File: src/rtl/core/swm_pkg.sv
// Package for the sliding window maximum block.
// Holds sizes, the cell entry and control types, and window arithmetic helpers.
// No dependencies.
`timescale 1ns / 1ps
`default_nettype none

package swm_pkg;

  localparam int WINDOW_MAX   = 64;
  localparam int SAMPLE_WIDTH = 32;
  localparam int CFG_W        = 7;
  localparam int POS_MOD      = 2 * WINDOW_MAX;
  localparam int POS_W        = $clog2(POS_MOD);
  localparam int K_W          = $clog2(WINDOW_MAX + 1);

  typedef struct packed {
    logic                           valid;
    logic signed [SAMPLE_WIDTH-1:0] value;
    logic [POS_W-1:0]               pos;
  } swm_entry_t;

  typedef struct packed {
    logic                           accept;
    logic                           drain;
    logic                           drop;
    logic                           restart;
    logic signed [SAMPLE_WIDTH-1:0] sample;
    logic [POS_W-1:0]               pos;
  } swm_ctl_t;

  typedef struct packed {
    logic prev_keep;
    logic self_keep;
    logic right_keep;
  } swm_link_t;

  function automatic logic [K_W-1:0] effective_k(input logic [CFG_W-1:0] ws);
    logic [K_W-1:0] k;
    if (ws == '0) begin
      k = K_W'(1);
    end else if (int'(ws) > WINDOW_MAX) begin
      k = K_W'(WINDOW_MAX);
    end else begin
      k = K_W'(ws);
    end
    return k;
  endfunction

  function automatic logic is_expired(input logic [POS_W-1:0] pc,
                                      input logic [POS_W-1:0] pos,
                                      input logic [K_W-1:0]   k);
    int age;
    if (pc >= pos) begin
      age = int'(pc) - int'(pos);
    end else begin
      age = int'(pc) + POS_MOD - int'(pos);
    end
    return age >= int'(k);
  endfunction

endpackage

`default_nettype wire

File: src/rtl/core/swm_outq.sv
// Two-entry result queue that decouples the cell chain from the output channel.
// Depends on swm_pkg for the sample width.
`timescale 1ns / 1ps
`default_nettype none

module swm_outq import swm_pkg::*; (
  input  wire logic                           clk,
  input  wire logic                           rst,
  input  wire logic                           push,
  input  wire logic signed [SAMPLE_WIDTH-1:0] push_data,
  output logic                                full,
  output logic                                out_valid,
  input  wire logic                           out_ready,
  output logic signed [SAMPLE_WIDTH-1:0]      out_data
);

  logic [1:0]                     count;
  logic signed [SAMPLE_WIDTH-1:0] head;
  logic signed [SAMPLE_WIDTH-1:0] tail;
  logic                           pop;

  assign pop       = (count != 2'd0) && out_ready;
  assign full      = (count == 2'd2);
  assign out_valid = (count != 2'd0);
  assign out_data  = head;

  always_ff @(posedge clk) begin
    if (push && !pop) begin
      if (count == 2'd0) begin
        head <= push_data;
      end else begin
        tail <= push_data;
      end
    end else if (!push && pop) begin
      head <= tail;
    end else if (push && pop) begin
      if (count == 2'd1) begin
        head <= push_data;
      end else begin
        head <= tail;
        tail <= push_data;
      end
    end
    if (rst) begin
      count <= 2'd0;
    end else if (push && !pop) begin
      count <= count + 2'd1;
    end else if (!push && pop) begin
      count <= count - 2'd1;
    end
  end

endmodule

`default_nettype wire

File: config.mk
export PLATFORM = sky130hd
export DESIGN_NAME = swm_outq
export DESIGN_NICKNAME = d
export VERILOG_FILES = /design/src/rtl/core/swm_pkg.sv /design/src/rtl/core/swm_outq.sv
export SDC_FILE = /design/constraint.sdc
export NUM_CORES = 1
export LEC_CHECK = 0
export BUFFER_PORTS_ARGS = -buffer_cell sky130_fd_sc_hd__buf_2
export CORE_ASPECT_RATIO = 0.9
export CORE_MARGIN = 2
export CORE_UTILIZATION = 54
export DETAILED_ROUTE_END_ITERATION = 8
export PLACE_DENSITY = 0.85
export SLEW_MARGIN = 20
export SYNTH_ARGS = -nofsm -noshare
export SYNTH_HDL_FRONTEND = slang
export SYNTH_SLANG_ARGS = --single-unit
File: constraint.sdc
create_clock -name clk -period 2.4 [get_ports clk]
set_input_delay 0.36 -clock clk [delete_from_list [all_inputs] [get_ports clk]]
set_output_delay 0.36 -clock clk [all_outputs]
set_load 0.02 [all_outputs]
Word-level counts from Yosys, hierarchy flattened. Cells that the tools add are included.

Output and inout bits: 34. Register bits: 66. Input port bits: 36. Logic and storage cells: 36.

Muxes and demuxes: 12. Reductions and logical operators: 13. Equality and inequality tests: 6. Add/subtract/negate cells: 2.

Operator list (number): $mux W32 (10); $reduce_bool A2 Y1 (3); $logic_and A1 B1 Y1 (4); $mux W2 (2); $ne A2 B1 Y1 const B (2); $ne A2 B2 Y1 const B (2); $reduce_and A4 Y1 (1); $reduce_bool A3 Y1 (1); $add A2 B1 Y2 const B (1); $eq A2 B1 Y1 const B (1); $eq A2 B2 Y1 const B (1); $logic_not A1 Y1 (2); $logic_not A2 Y1 (1); $reduce_and A2 Y1 (1); $sub A2 B1 Y2 const B (1).

Longest topological paths before layout. Gate-level depths: netlist of run 1.

Depth in word-level cells: 6. Depth in mapped cells: 7. Mapped depth without buffers: 5.

Least setup slack after synthesis of run 1. No wires, ideal clock.

Path kind: register -> register. From: register count[0]. To: register tail[0] (enable). Data required time: 2.008 ns. Slack: 0.364 ns. Buffers on the path: 0. Arrival time: 1.644 ns. Clock period less this slack: 2.036 ns. Stages on the path, launching flop included: 5. Library setup time: 0.392 ns. Path through: dfxtp_1 inv_1 ha_1 o21ai_0 and3b_1.

Longest elaborated chain between the ends: 6. Elaborated cells on any way between the ends: 13. Classes of those cells: 4 x eq/ne; 9 x reduce/logical.

RTL lines: from (decl) (line swm_outq.sv:17) `logic [1:0] count;`; from (signal assigned) (line swm_outq.sv:47) `count <= count + 2'd1;`; from (signal assigned) (line swm_outq.sv:49) `count <= count - 2'd1;`; $reduce_bool A2 Y1 (line swm_outq.sv:22) `assign pop = (count != 2'd0) && out_ready;`; $logic_and A1 B1 Y1 (line swm_outq.sv:22); $logic_not A1 Y1 (line swm_outq.sv:28) `if (push && !pop) begin`; $logic_and A1 B1 Y1 (line swm_outq.sv:28); $ne A2 B1 Y1 (no line) (tied with other cells); $reduce_and A4 Y1 (no line) (*); to (signal assigned) (line swm_outq.sv:32) `tail <= push_data;`; to (signal assigned) (line swm_outq.sv:41) `tail <= push_data;`; to (decl) (line swm_outq.sv:19) `logic signed [SAMPLE_WIDTH-1:0] tail;`.

Mark *: on every way between the ends. The rest lies on a longest branch, timed or not. A chain may end at the register's enable or synchronous reset.

Worst setup path after layout of run 1.
From: register count[1]. To: register head[13] (netlist: out_data[13]), data pin.

Longest elaborated chain between the ends: 5. Elaborated cells on any way between the ends: 10. Classes of those cells: 1 x eq/ne; 4 x mux; 5 x reduce/logical.

RTL lines: $eq A2 B1 Y1 or $reduce_bool A2 Y1 (tied branches) (line swm_outq.sv:37, swm_outq.sv:22); $mux W32 or $logic_and A1 B1 Y1 (tied branches) (line swm_outq.sv:37, swm_outq.sv:22); $mux W32 (tied with other cells) (line swm_outq.sv:36) `end else if (push && pop) begin`; $mux W32 or $logic_and A1 B1 Y1 (tied branches) (line swm_outq.sv:34, swm_outq.sv:28); $mux W32 (*) (line swm_outq.sv:28); to (signal assigned) (line swm_outq.sv:30) `head <= push_data;`; to (signal assigned) (line swm_outq.sv:35) `head <= tail;`; to (signal assigned) (line swm_outq.sv:38) `head <= push_data;`; to (decl) (line swm_outq.sv:18) `logic signed [SAMPLE_WIDTH-1:0] head;`.

Mark *: on every way between the ends. The rest lies on a longest branch, timed or not. The select of a mux whose other input is x is not followed.

==> summary.md, run 1 <==
| Metric | Value |
|---|---|
| Post-Synthesis Cells | `274` |
| Reg2Reg Depth | `5` |
| Initial antenna violation count | `0` |
| Overall Power | `3.76 mW` |
| Post-CTS Setup Inserts | `0` |
| Worst-skew pair later-pin latency | `340 ps` |
| Fraction of the cycle the final worst path needs | `83.0%` |
| PortBufs | `69` |
| First-pass GRT wire length | `11400 µm` |
| Cell internal pwr | `2.59 mW` |
| CP Data Arrival Time | `2060 ps` |
| Share of layout cells above drive strength 1 | `27.6%` |
| Root Driver | `clkbuf_8` |
| Clk network pwr share | `29.4%` |
| Unrepaired setup endpoints after global routing | `false` |
| Antenna viol nets, final | `0` |
| Syn nets | `314` |
| Post-layout nets | `383` |
| Post-Synth Adder-Cell Area | `1.61%` |
| Hold buffers post-CTS | `0` |
| CTS tree | `built` |
| Cell area after synthesis | `0.00312 mm²` |
| Max VDD drop | `0.000485 V` |
| I/O pins | `70` |
| DR iter-0 viols | `205` |
| Placed inst area | `0.00355 mm²` |
| Final Instance Area | `0.00378 mm²` |
| Setup violations, final | `0` |
| Startpoint Class | `register` |
| Core area | `0.00563 mm²` |
| Most frequent cells in the layout | `buf_2 (69), nand2_1 (66), edfxtp_1 (64), nor2b_1 (33), o21ai_0 (33)` |
| Worst Path Max Fanout | `32` |
| #FFs+latches synth | `66` |
| Switching power | `1.16 mW` |
| HP Class | `input port to register` |
| Slew Viols, Final | `0` |
| Max_cap viols | `0` |
| P_leak | `1.45 nW` |
| Sw frac | `31.0%` |
| Compound-Gate Fraction of Synth Area | `13.8%` |
| N_diodes | `0` |
| Setup Crit Path Kind | `register to register` |
| Clk sink count | `66` |
| Hold WS | `211 ps` |
| H-tree levels | `3` |
| DP HPWL | `4470 µm` |
| Row count | `26` |
| Seq/Total Area, Yosys | `62.9%` |
| Clk_skew | `5.66 ps` |
| WHS Path Cells | `1` |
| Global-route usage over all layers | `22.9%` |
| Commonest non-fill, non-tap cell in the layout | `buf_2` |
| Post-Route WL | `6940 µm` |
| Yosys cell types | `24` |
| CP endpoint kind | `register` |
| Vias in the first global route | `2488` |
| Worst Path Required | `2470 ps` |
| Status | `finished, final reports clean` |
| Cells resized by post-CTS repair | `0` |
| Full die area | `0.00640 mm²` |
| Clk slew on worst S/H paths | `70 ps` |
| Vias/cell | `5.71` |
| Slew margin rel. | `42.7%` |
| Comb power frac | `27.2%` |
| Post-route DRC | `0` |
| DP Cell Count | `402` |
| Synth Area in Simple Gates | `16.9%` |
| Gpl congestion | `0.733` |
| Mux contribution to synthesized area | `0.682%` |
| Total CTS buffers | `9` |
| WL/cell | `16.6 µm` |
| 1st-pass router iterations | `4` |
| Yosys warns | `0` |
| Actual slew at the worst max-slew pin | `859 ps` |
| Initial core utilization | `55.4%` |
| Setup_tns | `0 ps` |
| Minimum clock period | `1990 ps` |
| Post-Synth XOR/XNOR Area | `0%` |
| Die Y | `76.1 µm` |
| Non-filler instance count after layout | `418` |
| Clock Tree Buf Depth | `2` |
| Via count | `2385` |
| PwrDens | `993 mW/mm²` |
| Die Wd | `84.1 µm` |
| GRT overflow | `0` |
| F_max | `502 MHz` |
| Main combinational cell family by area after synthesis | `simple AND/OR/NAND/NOR gates` |
| Reg power frac | `43.4%` |
| Pin count of the biggest net entering global routing | `34` |
| Endpoints failing hold | `0` |
| Area delta synth->final | `21.3%` |
| Syn Area/Cell | `11.4 µm²` |
-- registers in the layout (all words and copies together) (netlist names) --
signal	flops
out_data	32
tail	32
count	2
-- kinds of logic after synthesis --
kind of cell	Yosys count
flip-flops	66
multiplexers	2
AND/OR/NAND/NOR	110
adder cells (fa/ha/maj)	4
AO/OA/AOI/OAI	68
buffers and inverters	24
-- final cells by class --
type                            instances  area, µm²
Multi-Input combinational cell        184       1040
Clock buffer                           11        131
Tap cell                               70       87.6
Inverter                                4       15.0
Clock inverter                          5        103
Timing Repair Buffer                   78        438
Fill cell                             402       1850
Sequential cell                        66       1960
-- power by group through the flow --
| stage | clock (mW) | combinational [mW] | sequential, mW |
|---|---|---|---|
| after floorplan | 0 | 0.487 | 1.84 |
| after global placement | 0 | 0.984 | 1.65 |
| after detailed placement | 0 | 1.02 | 1.65 |
| after CTS | 1.12 | 1.03 | 1.63 |
| after global routing | 1.16 | 1.11 | 1.65 |
| final | 1.10 | 1.02 | 1.63 |
-- metal layers --
metal	global-route usage, %	vias up	wire length [µm]
li1	-	1118	-
met1	27.8	1156	2840
met2	37.3	101	3560
met3	7.48	10	457
met4	10.6	0	87
met5	0	-	0
-- stage by stage --
stage               setup WS [ps]  utilization (%)
finish                        409             67.2
global route                  266             67.2
CTS                           411             67.2
detailed placement            429             63.0
global placement              532             63.0
floorplan                     364                -
-- worst max-delay path: stages, from the launching register on --
cell      delay, ps
dfxtp_1         340
inv_1           120
ha_1            350
inv_1           460
o21ai_0         340
o211ai_1        120
-- final timing paths --
path	startpoint	slack, ps	to
max	count[1]	410	out_data[13]
min	push_data[26]	210	tail[26]
max reg2reg	count[1]	410	out_data[13]
min reg2reg	tail[28]	580	out_data[28]
-- Yosys cell counts --
cell type	count	area, µm²
a2111oi_1	1	10.0
a21oi_1	1	5.00
a22o_1	1	8.76
and2b_1	1	7.51
and3b_1	1	8.76
buf_2	7	35.0
buf_6	4	45.0
clkbuf_1	9	33.8
dfxtp_1	2	40.0
edfxtp_1	64	1920
ha_1	4	50.1
inv_1	4	15.0
mux2_2	1	11.3
mux2i_1	1	10.0
nand2_1	66	248
nand2b_1	1	6.26
nor2_1	4	15.0
nor2b_1	33	206
nor3_1	1	5.00
nor3b_1	1	7.51
nor3b_2	1	12.5
o211ai_1	32	240
o21ai_0	33	165
or3b_1	1	8.76
(Power assumes the default switching activity.)
==> run 2, diff against run 1 <==
Clock period 2.4 ns to 1.9 ns, I/O delays scaled along.
==> summary.md, run 2 (synthesized netlist as in run 1, its figures left out) <==
| Metric | Value |
|---|---|
| Root Driver | `clkbuf_8 (unchanged)` |
| Via count | `2414 (was 2385)` |
| Endpoints failing hold | `0 (unchanged)` |
| Total CTS buffers | `9 (unchanged)` |
| Worst Path Max Fanout | `20 (was 32)` |
| Most frequent cells in the layout | `buf_2 (69), nand2_1 (65), edfxtp_1 (64), nor2b_1 (33) (was buf_2 (69), nand2_1 (66), edfxtp_1 (64), nor2b_1 (33), o21ai_0 (33))` |
| Setup violations, final | `0 (unchanged)` |
| Register area | `0.00196 mm² (unchanged)` |
| Fill cells | `419 (was 402)` |
| Full die area | `0.00640 mm² (unchanged)` |
| Slowest CP cell | `or3b_1 (was inv_1)` |
| Initial antenna violation count | `0 (unchanged)` |
| CTS tree | `built (unchanged)` |
| Worst Path Required | `1960 ps (was 2470 ps)` |
| Final Util | `68.3% (was 67.2%)` |
| Post-CTS Setup Inserts | `0 (unchanged)` |
| Slew margin rel. | `71.1% (was 42.7%)` |
| Gpl congestion | `0.711 (was 0.733)` |
| Antenna viol nets, final | `0 (unchanged)` |
| Unrepaired setup endpoints after global routing | `false (unchanged)` |
| PortBufs | `69 (unchanged)` |
| Clock Tree Buf Depth | `2 (unchanged)` |
| Core area | `0.00563 mm² (unchanged)` |
| DP Cell Count | `410 (was 402)` |
| DP HPWL | `4670 µm (was 4470 µm)` |
| DR iter-0 viols | `144 (was 205)` |
| Startpoint Class | `register (unchanged)` |
| Die Wd | `84.1 µm (unchanged)` |
| Non-filler instance count after layout | `426 (was 418)` |
| N_diodes | `0 (unchanged)` |
| HP Class | `input port to register (unchanged)` |
| Share of layout cells above drive strength 1 | `29.5% (was 27.6%)` |
| Vias in the first global route | `2462 (was 2488)` |
| GRT overflow | `0 (unchanged)` |
| Area delta synth->final | `23.4% (was 21.3%)` |
| Post-route DRC | `0 (unchanged)` |
| Clk sink count | `66 (unchanged)` |
| WL/cell | `16.7 µm (was 16.6 µm)` |
| Vias/cell | `5.67 (was 5.71)` |
| Row count | `26 (unchanged)` |
| CP Data Arrival Time | `1840 ps (was 2060 ps)` |
| Clk_skew | `7.25 ps (was 5.66 ps)` |
| Clk slew on worst S/H paths | `70 ps (about the same)` |
| Worst-skew pair later-pin latency | `340 ps (about the same)` |
| Global-route usage over all layers | `23.1% (was 22.9%)` |
| Cells resized by post-CTS repair | `0 (unchanged)` |
| CP endpoint kind | `register (unchanged)` |
| Initial core utilization | `55.4% (unchanged)` |
| PwrDens | `1220 mW/mm² (was 993 mW/mm²)` |
| Max_cap viols | `0 (unchanged)` |
| First-pass GRT wire length | `11600 µm (was 11400 µm)` |
| Post-layout nets | `391 (was 383)` |
| Hold buffers post-CTS | `0 (unchanged)` |
| Worst path max stage delay | `390 ps (was 460 ps)` |
| Post-Route WL | `7110 µm (was 6940 µm)` |
| Setup_tns | `0 ps (unchanged)` |
| Pin count of the biggest net entering global routing | `22 (was 34)` |
| Crit path cell chain | `inv_1 -> ha_1 -> or3b_1 -> buf_4 -> nand2_1 -> o211ai_1 (was inv_1 -> ha_1 -> inv_1 -> o21ai_0 -> o211ai_1)` |
| Slew Viols, Final | `0 (unchanged)` |
| Multi-input logic area | `0.00105 mm² (was 0.00104 mm²)` |
| I/O pins | `70 (unchanged)` |
| F_max | `564 MHz (was 502 MHz)` |
| Setup Crit Path Kind | `register to register (unchanged)` |
| Commonest non-fill, non-tap cell in the layout | `buf_2 (unchanged)` |
| Minimum clock period | `1770 ps (was 1990 ps)` |
| Max VDD drop | `0.000787 V (was 0.000485 V)` |
| Actual slew at the worst max-slew pin | `434 ps (was 859 ps)` |
| 1st-pass router iterations | `5 (was 4)` |
| H-tree levels | `3 (unchanged)` |
| P_leak | `1.48 nW (was 1.45 nW)` |
| Status | `finished, final reports clean (unchanged)` |
| Die Y | `76.1 µm (unchanged)` |
| Fraction of the cycle the final worst path needs | `93.3% (was 83.0%)` |
==> run 2: cell count changes in the layout (fill, tap and decap cells not counted), sizes merged <==
cell,before,now
clkinv,1,4
clkbuf,11,9
bufinv,3,2
buf,78,86
==> run 2: worst paths after layout <==
check / startpoint / to / slack [ps] / cells after the start
max reg2reg: count[1] / out_data[7] / 130 / 6
min reg2reg: tail[26] / out_data[26] / 570 / 2
max: count[1] / out_data[7] / 130 / 6
min: push_data[5] / tail[5] / 140 / 1
==> run 2: layer usage <==
metal  vias up  track usage (%)  share of wire [%]
li1       1139                -                  -
met1      1171             27.7                 41
met2        96             39.8                 52
met3         8             7.69                6.6
met4         0             6.29               0.75
met5         -                0                  0
==> run 2: report_power, final <==
part / internal (mW) / switching [mW] / leakage (nW)
Clock: 0.723 / 0.516 / 0.102
Sequential: 1.97 / 0.0877 / 0.624
Combinational: 0.498 / 0.880 / 0.758
==> run 2: area by class of cell <==
cell class	instances	area share, %
sequential	66	51.0
multi-input combinational	184	27.3
timing repair buffer	86	13.6
clock buffer	9	3.22
tap	70	2.28
clock inverter	7	2.18
inverter	4	0.390
==> run 2: through the flow <==
step / area (µm²) / hold WS (ps) / power, mW / setup slack (ps)
6_report: 3840 / 135 / 4.67 / 126
5_1_grt: 3840 / 120 / 4.89 / 21.9
3_3_place_gp: 3630 / 476 / 3.40 / 143
4_1_cts: 3840 / 130 / 4.68 / 61.2
2_1_floorplan: 3120 / 362 / 2.94 / 195
3_5_place_dp: 3630 / 480 / 3.45 / 95.2
==> run 2: critical path, delay by kind of cell (launching register included) <==
| family | cells | cell delay (ps) |
|---|---|---|
| AND/OR/NAND/NOR | 2 | 490 |
| flip-flops | 1 | 370 |
| buffers and inverters | 2 | 310 |
| adder cells (fa/ha/maj) | 1 | 250 |
| AO/OA/AOI/OAI | 1 | 90 |
