### src/rtl/core/swm_pkg.sv
// Package for the sliding window maximum block.
// Holds sizes, the cell entry and control types, and window arithmetic helpers.
// No dependencies.
`timescale 1ns / 1ps
`default_nettype none

package swm_pkg;

  localparam int WINDOW_MAX   = 64;
  localparam int SAMPLE_WIDTH = 32;
  localparam int CFG_W        = 7;
  localparam int POS_MOD      = 2 * WINDOW_MAX;
  localparam int POS_W        = $clog2(POS_MOD);
  localparam int K_W          = $clog2(WINDOW_MAX + 1);

  typedef struct packed {
    logic                           valid;
    logic signed [SAMPLE_WIDTH-1:0] value;
    logic [POS_W-1:0]               pos;
  } swm_entry_t;

  typedef struct packed {
    logic                           accept;
    logic                           drain;
    logic                           drop;
    logic                           restart;
    logic signed [SAMPLE_WIDTH-1:0] sample;
    logic [POS_W-1:0]               pos;
  } swm_ctl_t;

  typedef struct packed {
    logic prev_keep;
    logic self_keep;
    logic right_keep;
  } swm_link_t;

  function automatic logic [K_W-1:0] effective_k(input logic [CFG_W-1:0] ws);
    logic [K_W-1:0] k;
    if (ws == '0) begin
      k = K_W'(1);
    end else if (int'(ws) > WINDOW_MAX) begin
      k = K_W'(WINDOW_MAX);
    end else begin
      k = K_W'(ws);
    end
    return k;
  endfunction

  function automatic logic is_expired(input logic [POS_W-1:0] pc,
                                      input logic [POS_W-1:0] pos,
                                      input logic [K_W-1:0]   k);
    int age;
    if (pc >= pos) begin
      age = int'(pc) - int'(pos);
    end else begin
      age = int'(pc) + POS_MOD - int'(pos);
    end
    return age >= int'(k);
  endfunction

endpackage

`default_nettype wire

### src/rtl/core/swm_cell.sv
// One cell of the deque chain: holds one value and position pair.
// Depends on swm_pkg for the entry, control and link types.
`timescale 1ns / 1ps
`default_nettype none

module swm_cell import swm_pkg::*; (
  input  wire logic       clk,
  input  wire logic       rst,
  input  wire swm_ctl_t   ctl,
  input  wire swm_link_t  link,
  input  wire swm_entry_t right,
  output swm_entry_t      entry,
  output swm_entry_t      entry_next,
  output logic            keep
);

  swm_entry_t fresh;

  assign keep = entry.valid && !(entry.value < ctl.sample) && !ctl.restart;

  always_comb begin
    fresh.valid = 1'b1;
    fresh.value = ctl.sample;
    fresh.pos   = ctl.pos;
    entry_next  = entry;
    if (ctl.accept) begin
      if (ctl.drop) begin
        if (link.right_keep) begin
          entry_next = right;
        end else if (link.self_keep) begin
          entry_next = fresh;
        end else begin
          entry_next       = entry;
          entry_next.valid = 1'b0;
        end
      end else begin
        if (keep) begin
          entry_next = entry;
        end else if (link.prev_keep) begin
          entry_next = fresh;
        end else begin
          entry_next       = entry;
          entry_next.valid = 1'b0;
        end
      end
    end else if (ctl.drain) begin
      entry_next = right;
    end
  end

  always_ff @(posedge clk) begin
    entry.value <= entry_next.value;
    entry.pos   <= entry_next.pos;
    if (rst) begin
      entry.valid <= 1'b0;
    end else begin
      entry.valid <= entry_next.valid;
    end
  end

endmodule

`default_nettype wire

### config.mk
export PLATFORM = sky130hd
export DESIGN_NAME = swm_cell
export DESIGN_NICKNAME = d
export VERILOG_FILES = /design/src/rtl/core/swm_pkg.sv /design/src/rtl/core/swm_cell.sv
export SDC_FILE = /design/constraint.sdc
export NUM_CORES = 1
export LEC_CHECK = 0
export ABC_AREA = 1
export BUFFER_PORTS_ARGS = -buffer_cell sky130_fd_sc_hd__buf_2
export CAP_MARGIN = 20
export CORE_MARGIN = 2
export CORE_UTILIZATION = 39
export CTS_BUF_LIST = sky130_fd_sc_hd__clkbuf_8 sky130_fd_sc_hd__clkbuf_16
export CTS_CLUSTER_SIZE = 24
export DETAILED_ROUTE_END_ITERATION = 8
export GPL_TIMING_DRIVEN = 1
export PLACE_DENSITY_LB_ADDON = 0.05
export SKIP_CTS_REPAIR_TIMING = 1
export SLEW_MARGIN = 20
export SYNTH_ARGS = -nofsm -noshare
export SYNTH_HDL_FRONTEND = slang
export SYNTH_SLANG_ARGS = --single-unit
### constraint.sdc
create_clock -name clk -period 2.9 [get_ports clk]
set_clock_uncertainty 0.1 [all_clocks]
set_input_delay 0.29 -clock clk [delete_from_list [all_inputs] [get_ports clk]]
set_output_delay 0.29 -clock clk [all_outputs]
set_load 0.005 [all_outputs]
=== Word level (Yosys, flattened, before mapping) ===
Index checks and enable logic that the tools add are counted.

* Flip-flop bits (word level): 40
* Bits in latches: 0
* Bits in writable memories: 0
* Memory bits (read-only): 0
* Input port bits: 88
* Output and inout port bits: 81
* Logic and storage cells: 15
* Memories: 0

* Add/sub/neg operators: 0
* $mul: 0
* Div/mod/pow operators: 0
* Magnitude comparators: 1
* Eq/ne operators: 0
* Shift operators: 0
* Muxes and demuxes: 7
* Bitwise logic cells: 0
* Reductions and logical operators: 4

{| class="wikitable"
|+ Operators by type and width
! cell !! count
|-
| $mux W40 || 7
|-
| $lt A32 B32 Y1 || 1
|-
| $logic_and A1 B1 Y1 || 2
|-
| $logic_not A1 Y1 || 2
|}

=== Depth between registers and ports, before layout ===
Gate-level depths: netlist of the first run.

* Word-level depth: 7
* Gate-level depth with buffers: 21
* Gate-level depth less buffers: 20

=== Worst setup path after synthesis of the first run ===
OpenSTA, ideal clock, no wires.

* Kind: register to output
* From: reg entry[28] (netlist bit)
* To: out entry_next[29] (netlist bit)
* Arrival time: 1,867 ps
* Required time: 2,510 ps
* Path slack: 643 ps
* Cell stages (with the launch flop): 17
* Path buffers: 2
* Cell sequence: dfxtp_1 ha_1 a21oi_1 nor2_1 nor2_1 nand3_1 a21oi_2 nand2_2 nand2_2 buf_4 buf_6 nand4_1 nand2_1 nand2_1 nand2_1 nand2_1 nand2_1

{| class="wikitable"
|+ RTL lines
! item !! RTL line !! text
|-
| start: declaration || swm_cell.sv:12 || <nowiki>output swm_entry_t entry,</nowiki>
|-
| end: declaration || swm_cell.sv:13 || <nowiki>output swm_entry_t entry_next,</nowiki>
|}

==> results of run 1 <==
-- kinds of logic after synthesis --
kind of cell	count (synthesis)
AOI/OAI and AO/OA	219
adders and majority gates	31
buffers and inverters	151
DFF	40
and+or+nand+nor	405
-- stage by stage --
stage / utilization, % / hold WS, ns / setup TNS [ns] / worst slack [ns] / area [sq um]
6_report: 52.29 / 0.03076 / -3.460 / -0.1176 / 6255
5_1_grt: 52.29 / 0.03573 / -12.83 / -0.3464 / 6255
4_1_cts: 49.60 / 0.02091 / -5.029 / -0.1498 / 5933
3_5_place_dp: 48.23 / 0.3495 / 0 / 0.1049 / 5769
3_3_place_gp: 48.23 / 0.3469 / 0 / 0.1192 / 5769
2_1_floorplan: - / 0.2591 / 0 / 0.6426 / 4745
-- worst max-delay path, cell delays in order, from the launching register on --
cell and delay, ns:
sky130_fd_sc_hd__dfxtp_4 0.37, sky130_fd_sc_hd__ha_4 0.22, sky130_fd_sc_hd__a21oi_2 0.11, sky130_fd_sc_hd__nor2_1 0.05
sky130_fd_sc_hd__nor3_1 0.17, sky130_fd_sc_hd__nand2_1 0.10, sky130_fd_sc_hd__nand2_2 0.09, sky130_fd_sc_hd__nand2_2 0.06
sky130_fd_sc_hd__nand2_2 0.08, sky130_fd_sc_hd__nand2_2 0.07, sky130_fd_sc_hd__nand2_4 0.10, sky130_fd_sc_hd__nand3_4 0.19
sky130_fd_sc_hd__clkbuf_16 0.24, sky130_fd_sc_hd__nand2_2 0.05, sky130_fd_sc_hd__nand2_1 0.05, sky130_fd_sc_hd__nand2_1 0.06
sky130_fd_sc_hd__nand2_1 0.05, sky130_fd_sc_hd__nand2_1 0.06, sky130_fd_sc_hd__nand2_1 0.08, sky130_fd_sc_hd__buf_2 0.13
-- worst max-delay path by stage --
stage / endpoint / slack (ns) / startpoint / depth (start not counted)
floorplan: entry_next[29] / 0.64 / entry[28]$_DFF_P_ / 16
global placement: entry_next[17] / 0.12 / ctl[12] / 21
detailed placement: entry_next[26] / 0.10 / ctl[12] / 21
CTS: entry_next[26] / -0.15 / entry[12]$_DFF_P_ / 19
global route: entry_next[12] / -0.35 / entry[26]$_DFF_P_ / 17
finish: entry_next[12] / -0.12 / entry[12]$_DFF_P_ / 19
-- report_power, final --
part,total [uW],switching (uW),internal (uW)
Sequential,704,78.2,626
Clock,674,271,403
Combinational,1160,669,490
Total,2540,1020,1520
-- area by class of cell --
| class | instances | area, sq um |
|---|---|---|
| Fill cell | 1305 | 5707 |
| Multi-Input combinational cell | 655 | 3473 |
| Timing Repair Buffer | 199 | 1301 |
| Sequential cell | 40 | 817.0 |
| Inverter | 84 | 315.3 |
| Tap cell | 147 | 183.9 |
| Clock buffer | 5 | 125.1 |
| Clock inverter | 3 | 38.79 |
-- cell usage in the layout (no fill, tap or decap), drive strengths merged --
cell	instances
nand2	348
buf	195
inv	85
o21ai	84
o211ai	78
a21oi	56
nand4	40
dfxtp	40
ha	31
nor2	11
clkbuf	9
nand3	4
nor3	2
o21a	1
clkinv	1
bufinv	1
-- layer usage --
layer | track usage, % | share of wire, %
met5 | 0 | 0
met4 | 6.341 | 1.5
met3 | 5.135 | 7.7
met2 | 39.72 | 45
met1 | 33.11 | 46
==> qor.txt, run 1 <==
HPWL after DPL -> 10850 um
Type of the worst setup path -> register to output port
Largest area contributor in the synthesized netlist -> sky130_fd_sc_hd__nand2_1
Type of the most critical hold path -> input port to register
Total power after layout -> 2537 uW
H-tree levels -> 2
Worst-path clk slew -> 0.07 ns
Number of hold-slack violations in the final timing report -> 0
Post-synthesis share of cell area spent on full adders, half adders and majority gates -> 8.175%
Die footprint -> 13060 sq um
Iteration-0 DRC Markers -> 335
Library cell with the highest instance count after synthesis -> sky130_fd_sc_hd__nand2_1
Number of sinks on the clock net -> 40
Routed wire length -> 16570 um
Post-placement cell count -> 1116
Async S/R FF share, synth -> 0%
Count of buffers from port buffering -> 168
Post-synthesis instance area -> 4745 sq um
Vias in the first global route -> 5303
Basic-gate share of the synthesized area counting and, or, nand and nor cells -> 34.68%
Run status -> finished, violations left
Share of Yosys cell area claimed by the top area cell type -> 27.29%
Fraction of final layout cells with drive strength greater than 1 -> 26.37%
Cell chosen for the clock root -> sky130_fd_sc_hd__clkbuf_16
Required time reported for the critical path endpoint -> 2.51 ns
Number of warnings printed during yosys synthesis -> 0
Die width -> 114.3 um
Worst Hold Endpoint -> entry[39]$_SDFF_PP0_
Number of maximum-capacitance constraint violations -> 0
Setup slack of the worst register-to-register path -> 0.31 ns
Final estimated routing congestion in global placement -> 0.8240
Worst path arrival time -> 2.63 ns
Crit share post-route -> 104.1%
Launch instance of the worst register-to-register path -> entry[12]$_DFF_P_
Synthesized netlist net count -> 965
Capture instance of the worst register-to-register path -> entry[35]$_DFF_P_
Number of optimization iterations in the first detailed-route pass -> 5
Regs by FF count -> entry: 40 flops
Total of flip-flops plus latches after synthesis -> 40
Clock period minus worst slack -> 3.018 ns
Signed area change from the synthesized netlist to the final layout -> 31.83%
Number of endpoints failing setup at the final stage -> 40
Power density cells -> 405.7 nW/um^2
Number of cells on the worst hold path -> 2
Residual antenna-violating net count after detailed routing -> 0
Clock latency reported for the late side of the worst-skew pair -> 0.30 ns
Largest reg by FF count -> entry
Leading post-synthesis cells by cell area -> sky130_fd_sc_hd__nand2_1 27%, sky130_fd_sc_hd__dfxtp_1 17%, sky130_fd_sc_hd__o211ai_1 12%
Setup crit end kind -> output port
Critical Path Fanout Max -> 6
Leak pwr -> 0.003413 uW
Number of flip-flops under the largest register name -> 40
Mux cell area share after synthesis -> 0%
Top cells by instance count after synthesis -> 345 x sky130_fd_sc_hd__nand2_1, 83 x sky130_fd_sc_hd__o21ai_0, 81 x sky130_fd_sc_hd__inv_1
Pin count of the biggest net entering global routing -> 80
Number of CTS-inserted buffers -> 5
Count of mapped cells out of synthesis -> 846
Number of antenna repair diodes -> 0
Timing-limited maximum frequency -> 331.4 MHz
Dominant combinational cell family by area after synthesis -> simple AND/OR/NAND/NOR gates
Worst reg2reg path depth -> 20
Final max-slew violation count -> 0
DRC violations left -> 0
Unique masters post-synth -> 23
Predominant post-synthesis flop cell -> sky130_fd_sc_hd__dfxtp_1
I/O pin total -> 169
RSZ-0062 raised after global routing -> yes
Worst slew pin tran -> 0.6750 ns
Maximum clock insertion buffer count -> 2
Aggregate global routing overflow -> 0
Routed length per instance -> 14.63 um
Effective utilization at floorplan -> 39.67%
Setup slack after layout -> -0.1176 ns
GRT Overall Usage -> 24.49%
Worst Min Path Start -> rst
Worst vdd rail ir drop -> 0.0002401 V
Vias per cell -> 5.218
Detailed-route via count -> 5912
Syn Area/Cell -> 5.608 sq um
XOR/XNOR Fraction of Synth Area -> 0%
Worst-case headroom to the max-slew limit -> 55.00%
First-pass GRT wire length -> 25980 um
Non-filler cells in the finished layout -> 1133
Y dimension of the die -> 114.3 um
Type of origin of the critical path -> register
Area fraction in compound gates after synthesis -> 27.35%
Count of flip-flops with a built-in enable after synthesis -> 0
Failing checks -> setup timing
Sequential area share after synthesis -> 16.88%
Core area -> 11960 sq um
CTS tree -> done
Final nets -> 1104
Initial antenna violation count -> 0
Site Rows -> 40
No activity file was read; power rests on OpenSTA's default activity.
==> run 2: changes to the inputs <==
- RECOVER_POWER: default -> 25
==> run 2 against run 1 <==
Effect of this change: the flow still finishes with violations (setup timing); routed wire length about the same; hold slack did not move; design area about the same; non-clock buffer count did not move; critical path depth stayed put; first-iteration DRC count stayed put; worst setup slack unchanged; critical path type unchanged; largest cell class unchanged.
==> qor.txt, run 2 (synthesized netlist as in run 1, its figures left out) <==
Placed Instance Area -> 5769 sq um
Routed wire length -> 16570 um
Core area -> 11960 sq um
Required time reported for the critical path endpoint -> 2.51 ns
Worst path arrival time -> 2.63 ns
Number of CTS-inserted buffers -> 5
Vias per cell -> 5.210
Type of the worst setup path -> register to output port
Type of origin of the critical path -> register
Number of sinks on the clock net -> 40
Site Rows -> 40
CP cell instances -> ha_4 > a21oi_2 > nor2_1 > nor3_1 > nand2_1 > nand2_2 > nand2_2 > nand2_2 > nand2_2 > nand2_4 > nand3_4 > clkbuf_16 > nand2_2 > nand2_1 > nand2_1 > nand2_1 > nand2_1 > nand2_1 > buf_2
Cell repeated most along the worst path -> sky130_fd_sc_hd__nand2_1
Cell chosen for the clock root -> sky130_fd_sc_hd__clkbuf_16
RSZ-0062 raised after global routing -> yes
Place WS -> 0.1049 ns
I/O pin total -> 169
First-pass GRT wire length -> 25980 um
Die width -> 114.3 um
Crit share post-route -> 104.1%
Run status -> finished, violations left
Worst-path clk slew -> 0.07 ns
H-tree levels -> 2
Worst-case headroom to the max-slew limit -> 55.00%
Setup slack after layout -> -0.1176 ns
Maximum clock insertion buffer count -> 2
Buf+Inv Stages, Crit Path -> 2
Worst vdd rail ir drop -> 0.0002401 V
Final estimated routing congestion in global placement -> 0.8240
Signed area change from the synthesized netlist to the final layout -> 31.80%
Type of the most critical hold path -> input port to register
Timing-limited maximum frequency -> 331.4 MHz
Number of hold-slack violations in the final timing report -> 0
Residual antenna-violating net count after detailed routing -> 0
Number of flip-flops under the largest register name -> 40
Final nets -> 1104
Fraction of final layout cells with drive strength greater than 1 -> 26.27%
Failing checks -> setup timing
Count of buffers from port buffering -> 168
Aggregate global routing overflow -> 0
Cell with the biggest individual delay on the critical path -> sky130_fd_sc_hd__dfxtp_4
Number of maximum-capacitance constraint violations -> 0
Number of optimization iterations in the first detailed-route pass -> 5
HPWL after DPL -> 10850 um
Setup crit end kind -> output port
Number of endpoints failing setup at the final stage -> 40
Leak pwr -> 0.003410 uW
Die footprint -> 13060 sq um
Worst slew pin tran -> 0.6750 ns
Clock period minus worst slack -> 3.018 ns
Effective utilization at floorplan -> 39.67%
Number of antenna repair diodes -> 0
Y dimension of the die -> 114.3 um
Initial antenna violation count -> 0
Power density cells -> 405.7 nW/um^2
Most common cell after layout, fill and taps aside -> sky130_fd_sc_hd__nand2_1
Largest reg by FF count -> entry
Post-route design area -> 6254 sq um
Detailed-route via count -> 5903
Commonest cells after routing, fill and taps aside -> 317 x sky130_fd_sc_hd__nand2_1, 163 x sky130_fd_sc_hd__buf_2, 82 x sky130_fd_sc_hd__inv_1, 82 x sky130_fd_sc_hd__o21ai_0, 78 x sky130_fd_sc_hd__o211ai_1
Vias in the first global route -> 5303
Critical Path Fanout Max -> 6
Regs by FF count -> entry: 40 flops
Critical path's top delay family -> simple AND/OR/NAND/NOR gates
Pin count of the biggest net entering global routing -> 80
Max stage delay on crit path -> 0.37 ns
Iteration-0 DRC Markers -> 335
GRT Overall Usage -> 24.49%
DRC violations left -> 0
Final max-slew violation count -> 0
CTS tree -> done
Routed length per instance -> 14.63 um
Worst hold margin -> 0.03076 ns
Clock latency reported for the late side of the worst-skew pair -> 0.30 ns
==> run 2: changes by cell type in the layout (fill, tap and decap cells not counted), sizes merged <==
cell | previous run | this run
buf | 195 | 194
clkbuf | 9 | 10
==> run 2: cell type report <==
class / count / area [sq um]
fillers: 1305 / 5708
multi-input cells: 655 / 3473
repair buffers: 199 / 1300
flip-flops and latches: 40 / 817.0
inverters: 84 / 315.3
well taps: 147 / 183.9
clock buffers: 5 / 125.1
clock inverters: 3 / 38.79
==> run 2: worst paths after layout <==
kind / startpoint / to / slack (ns) / cells past startpoint
worst min-delay path: rst / entry[39]$_SDFF_PP0_ / 0.03 / 2
worst max register to register: entry[12]$_DFF_P_ / entry[35]$_DFF_P_ / 0.31 / 20
worst min register to register: entry[3]$_DFF_P_ / entry[3]$_DFF_P_ / 0.53 / 4
worst max-delay path: entry[12]$_DFF_P_ / entry_next[12] / -0.12 / 19
==> run 2: power by group <==
part / internal [uW] / total (uW) / switching (uW) / leakage (uW)
clock: 403 / 674 / 271 / 0.0000850
combinational: 490 / 1160 / 669 / 0.00299
sequential: 626 / 704 / 78.4 / 0.000338
total: 1520 / 2540 / 1020 / 0.00341
==> run 2: metal layers <==
metal	share of wire [%]	vias up	track usage (%)
met5	0	-	0
met4	1.5	0	6.341
met3	7.7	15	5.135
met2	45	202	39.72
met1	46	2584	33.11
li1	-	3102	-
==> run 2: stage by stage <==
stage	total power, uW	utilization, %	TNS (ns)	cells
final	2537	52.28	-3.462	1133
after global routing	2740	52.28	-12.83	1133
after CTS	2464	49.60	-5.029	1124
after detailed placement	1778	48.23	0	1116
after global placement	1783	48.23	0	1116
after floorplan	1356	-	0	846
==> run 3: changes to the inputs <==
- GPL_TIMING_DRIVEN: 1 -> 0
- SETUP_SLACK_MARGIN: default -> 0.3
- SLEW_MARGIN: 20 -> default
==> run 3 against run 2 <==
Effect of this change: the run still ends with setup timing left; global-route usage grew 3.0 points; critical path type unchanged; critical path depth down 2; hold slack worse by 0.0024 ns; critical endpoint is now entry_next[27]; largest cell class unchanged; clock power rose by 2%; fmax up 2.4%.
==> qor.txt, run 3 (synthesized netlist as in run 1, its figures left out) <==
Aggregate global routing overflow -> 0
Initial antenna violation count -> 0
Run status -> finished, violations left
Count of buffers from port buffering -> 165
Worst slew pin tran -> 0.5994 ns
Signed area change from the synthesized netlist to the final layout -> 37.92%
Place WS -> 0.03375 ns
Routed wire length -> 18800 um
RSZ-0062 raised after global routing -> yes
Critical Path Fanout Max -> 10
Total power after layout -> 2671 uW
Detailed-route via count -> 6360
I/O pin total -> 169
Site Rows -> 40
Worst-path clk slew -> 0.07 ns
Y dimension of the die -> 114.3 um
Core area -> 11960 sq um
Cell chosen for the clock root -> sky130_fd_sc_hd__clkbuf_16
Worst hold margin -> 0.02839 ns
Vias per cell -> 5.404
HPWL after DPL -> 12810 um
Worst vdd rail ir drop -> 0.0002080 V
Worst-case headroom to the max-slew limit -> 60.04%
Final max-slew violation count -> 0
Setup slack after layout -> -0.04693 ns
Number of hold-slack violations in the final timing report -> 0
Clock period minus worst slack -> 2.947 ns
Vias in the first global route -> 5591
Number of flip-flops under the largest register name -> 40
Effective utilization at floorplan -> 39.67%
Type of the worst setup path -> register to output port
H-tree levels -> 2
Iteration-0 DRC Markers -> 511
Commonest cells after routing, fill and taps aside -> 320 x sky130_fd_sc_hd__nand2_1, 167 x sky130_fd_sc_hd__buf_2, 80 x sky130_fd_sc_hd__inv_1, 80 x sky130_fd_sc_hd__o21ai_0, 78 x sky130_fd_sc_hd__o211ai_1
Power density cells -> 408.1 nW/um^2
Die footprint -> 13060 sq um
Timing-limited maximum frequency -> 339.3 MHz
Maximum clock insertion buffer count -> 2
Leak pwr -> 0.003399 uW
Number of sinks on the clock net -> 40
Number of endpoints failing setup at the final stage -> 7
First-pass GRT wire length -> 28770 um
Type of origin of the critical path -> register
Failing checks -> setup timing
Regs by FF count -> entry: 40 flops
Setup crit end kind -> output port
Type of the most critical hold path -> input port to register
Routed length per instance -> 15.97 um
Residual antenna-violating net count after detailed routing -> 0
Die width -> 114.3 um
Pin count of the biggest net entering global routing -> 14
Number of maximum-capacitance constraint violations -> 0
Final estimated routing congestion in global placement -> 0.8612
Worst path arrival time -> 2.56 ns
Fraction of final layout cells with drive strength greater than 1 -> 28.45%
Most common cell after layout, fill and taps aside -> sky130_fd_sc_hd__nand2_1
Final nets -> 1148
Number of CTS-inserted buffers -> 5
CTS tree -> done
Clock latency reported for the late side of the worst-skew pair -> 0.31 ns
Number of optimization iterations in the first detailed-route pass -> 5
Number of antenna repair diodes -> 0
Crit share post-route -> 101.6%
Required time reported for the critical path endpoint -> 2.51 ns
GRT Overall Usage -> 27.47%
DRC violations left -> 0
Largest reg by FF count -> entry
[run 3: changes by cell type in the layout (fill, tap and decap cells not counted), sizes merged]
cell      delta
clkbuf      +45
inv          -2
buf          -1
clkinv       +1
clkinvlp     +1
[run 3: worst paths after layout]
path | start | depth (start not counted) | endpoint | slack (ns)
setup / recovery | entry[28]$_DFF_P_ | 17 | entry_next[27] | -0.05
hold / removal | rst | 2 | entry[39]$_SDFF_PP0_ | 0.03
setup reg to reg | entry[28]$_DFF_P_ | 17 | entry[34]$_DFF_P_ | 0.52
hold reg to reg | entry[39]$_SDFF_PP0_ | 4 | entry[39]$_SDFF_PP0_ | 0.53
[run 3: critical path, cell delays in order, from the launching register on]
cell and delay (ns):
sky130_fd_sc_hd__dfxtp_4 0.36, sky130_fd_sc_hd__ha_4 0.22, sky130_fd_sc_hd__a21oi_2 0.13, sky130_fd_sc_hd__nor2_1 0.05, sky130_fd_sc_hd__nor2_1 0.13, sky130_fd_sc_hd__nand3_2 0.10, sky130_fd_sc_hd__a21oi_4 0.20, sky130_fd_sc_hd__nand2_4 0.07
sky130_fd_sc_hd__nand2_4 0.10, sky130_fd_sc_hd__nand3_4 0.16, sky130_fd_sc_hd__buf_6 0.21, sky130_fd_sc_hd__nand2_1 0.06, sky130_fd_sc_hd__nand2_1 0.05, sky130_fd_sc_hd__nand2_1 0.05, sky130_fd_sc_hd__nand2_1 0.05, sky130_fd_sc_hd__nand2_1 0.06
sky130_fd_sc_hd__nand2_1 0.11, sky130_fd_sc_hd__buf_2 0.15
[run 3: layout make-up]
cell class	count	area, sq um
Sequential cell	40	850.8
Multi-Input combinational cell	655	3705
Clock buffer	5	125.1
Inverter	84	315.3
Timing Repair Buffer	176	972.2
Tap cell	147	183.9
Fill cell	1295	5418
Buffer	67	349.1
Clock inverter	3	42.54
[run 3: per-stage QoR]
stage / utilization (%) / instances / setup TNS [ns] / cell area (sq um)
floorplan: - / 846 / 0 / 4745
global placement: 48.11 / 1158 / 0 / 5754
detailed placement: 48.11 / 1158 / 0 / 5754
CTS: 49.51 / 1166 / -5.509 / 5922
global route: 54.71 / 1177 / -5.434 / 6544
finish: 54.71 / 1177 / -0.1057 / 6544
[run 3: power breakdown]
group	total, uW	switching, uW	leakage (uW)	internal (uW)
logic	1260	728	0.00298	536
clock network	686	280	0.0000798	406
registers	721	89.2	0.000342	631
[run 3: layer usage]
metal / vias up / GRT usage [%] / routed length (um)
li1: 3195 / - / -
met4: 0 / 6.992 / 337
met2: 284 / 42.94 / 8523
met1: 2851 / 39.37 / 8385
met3: 30 / 4.341 / 1554
met5: - / 0 / 0
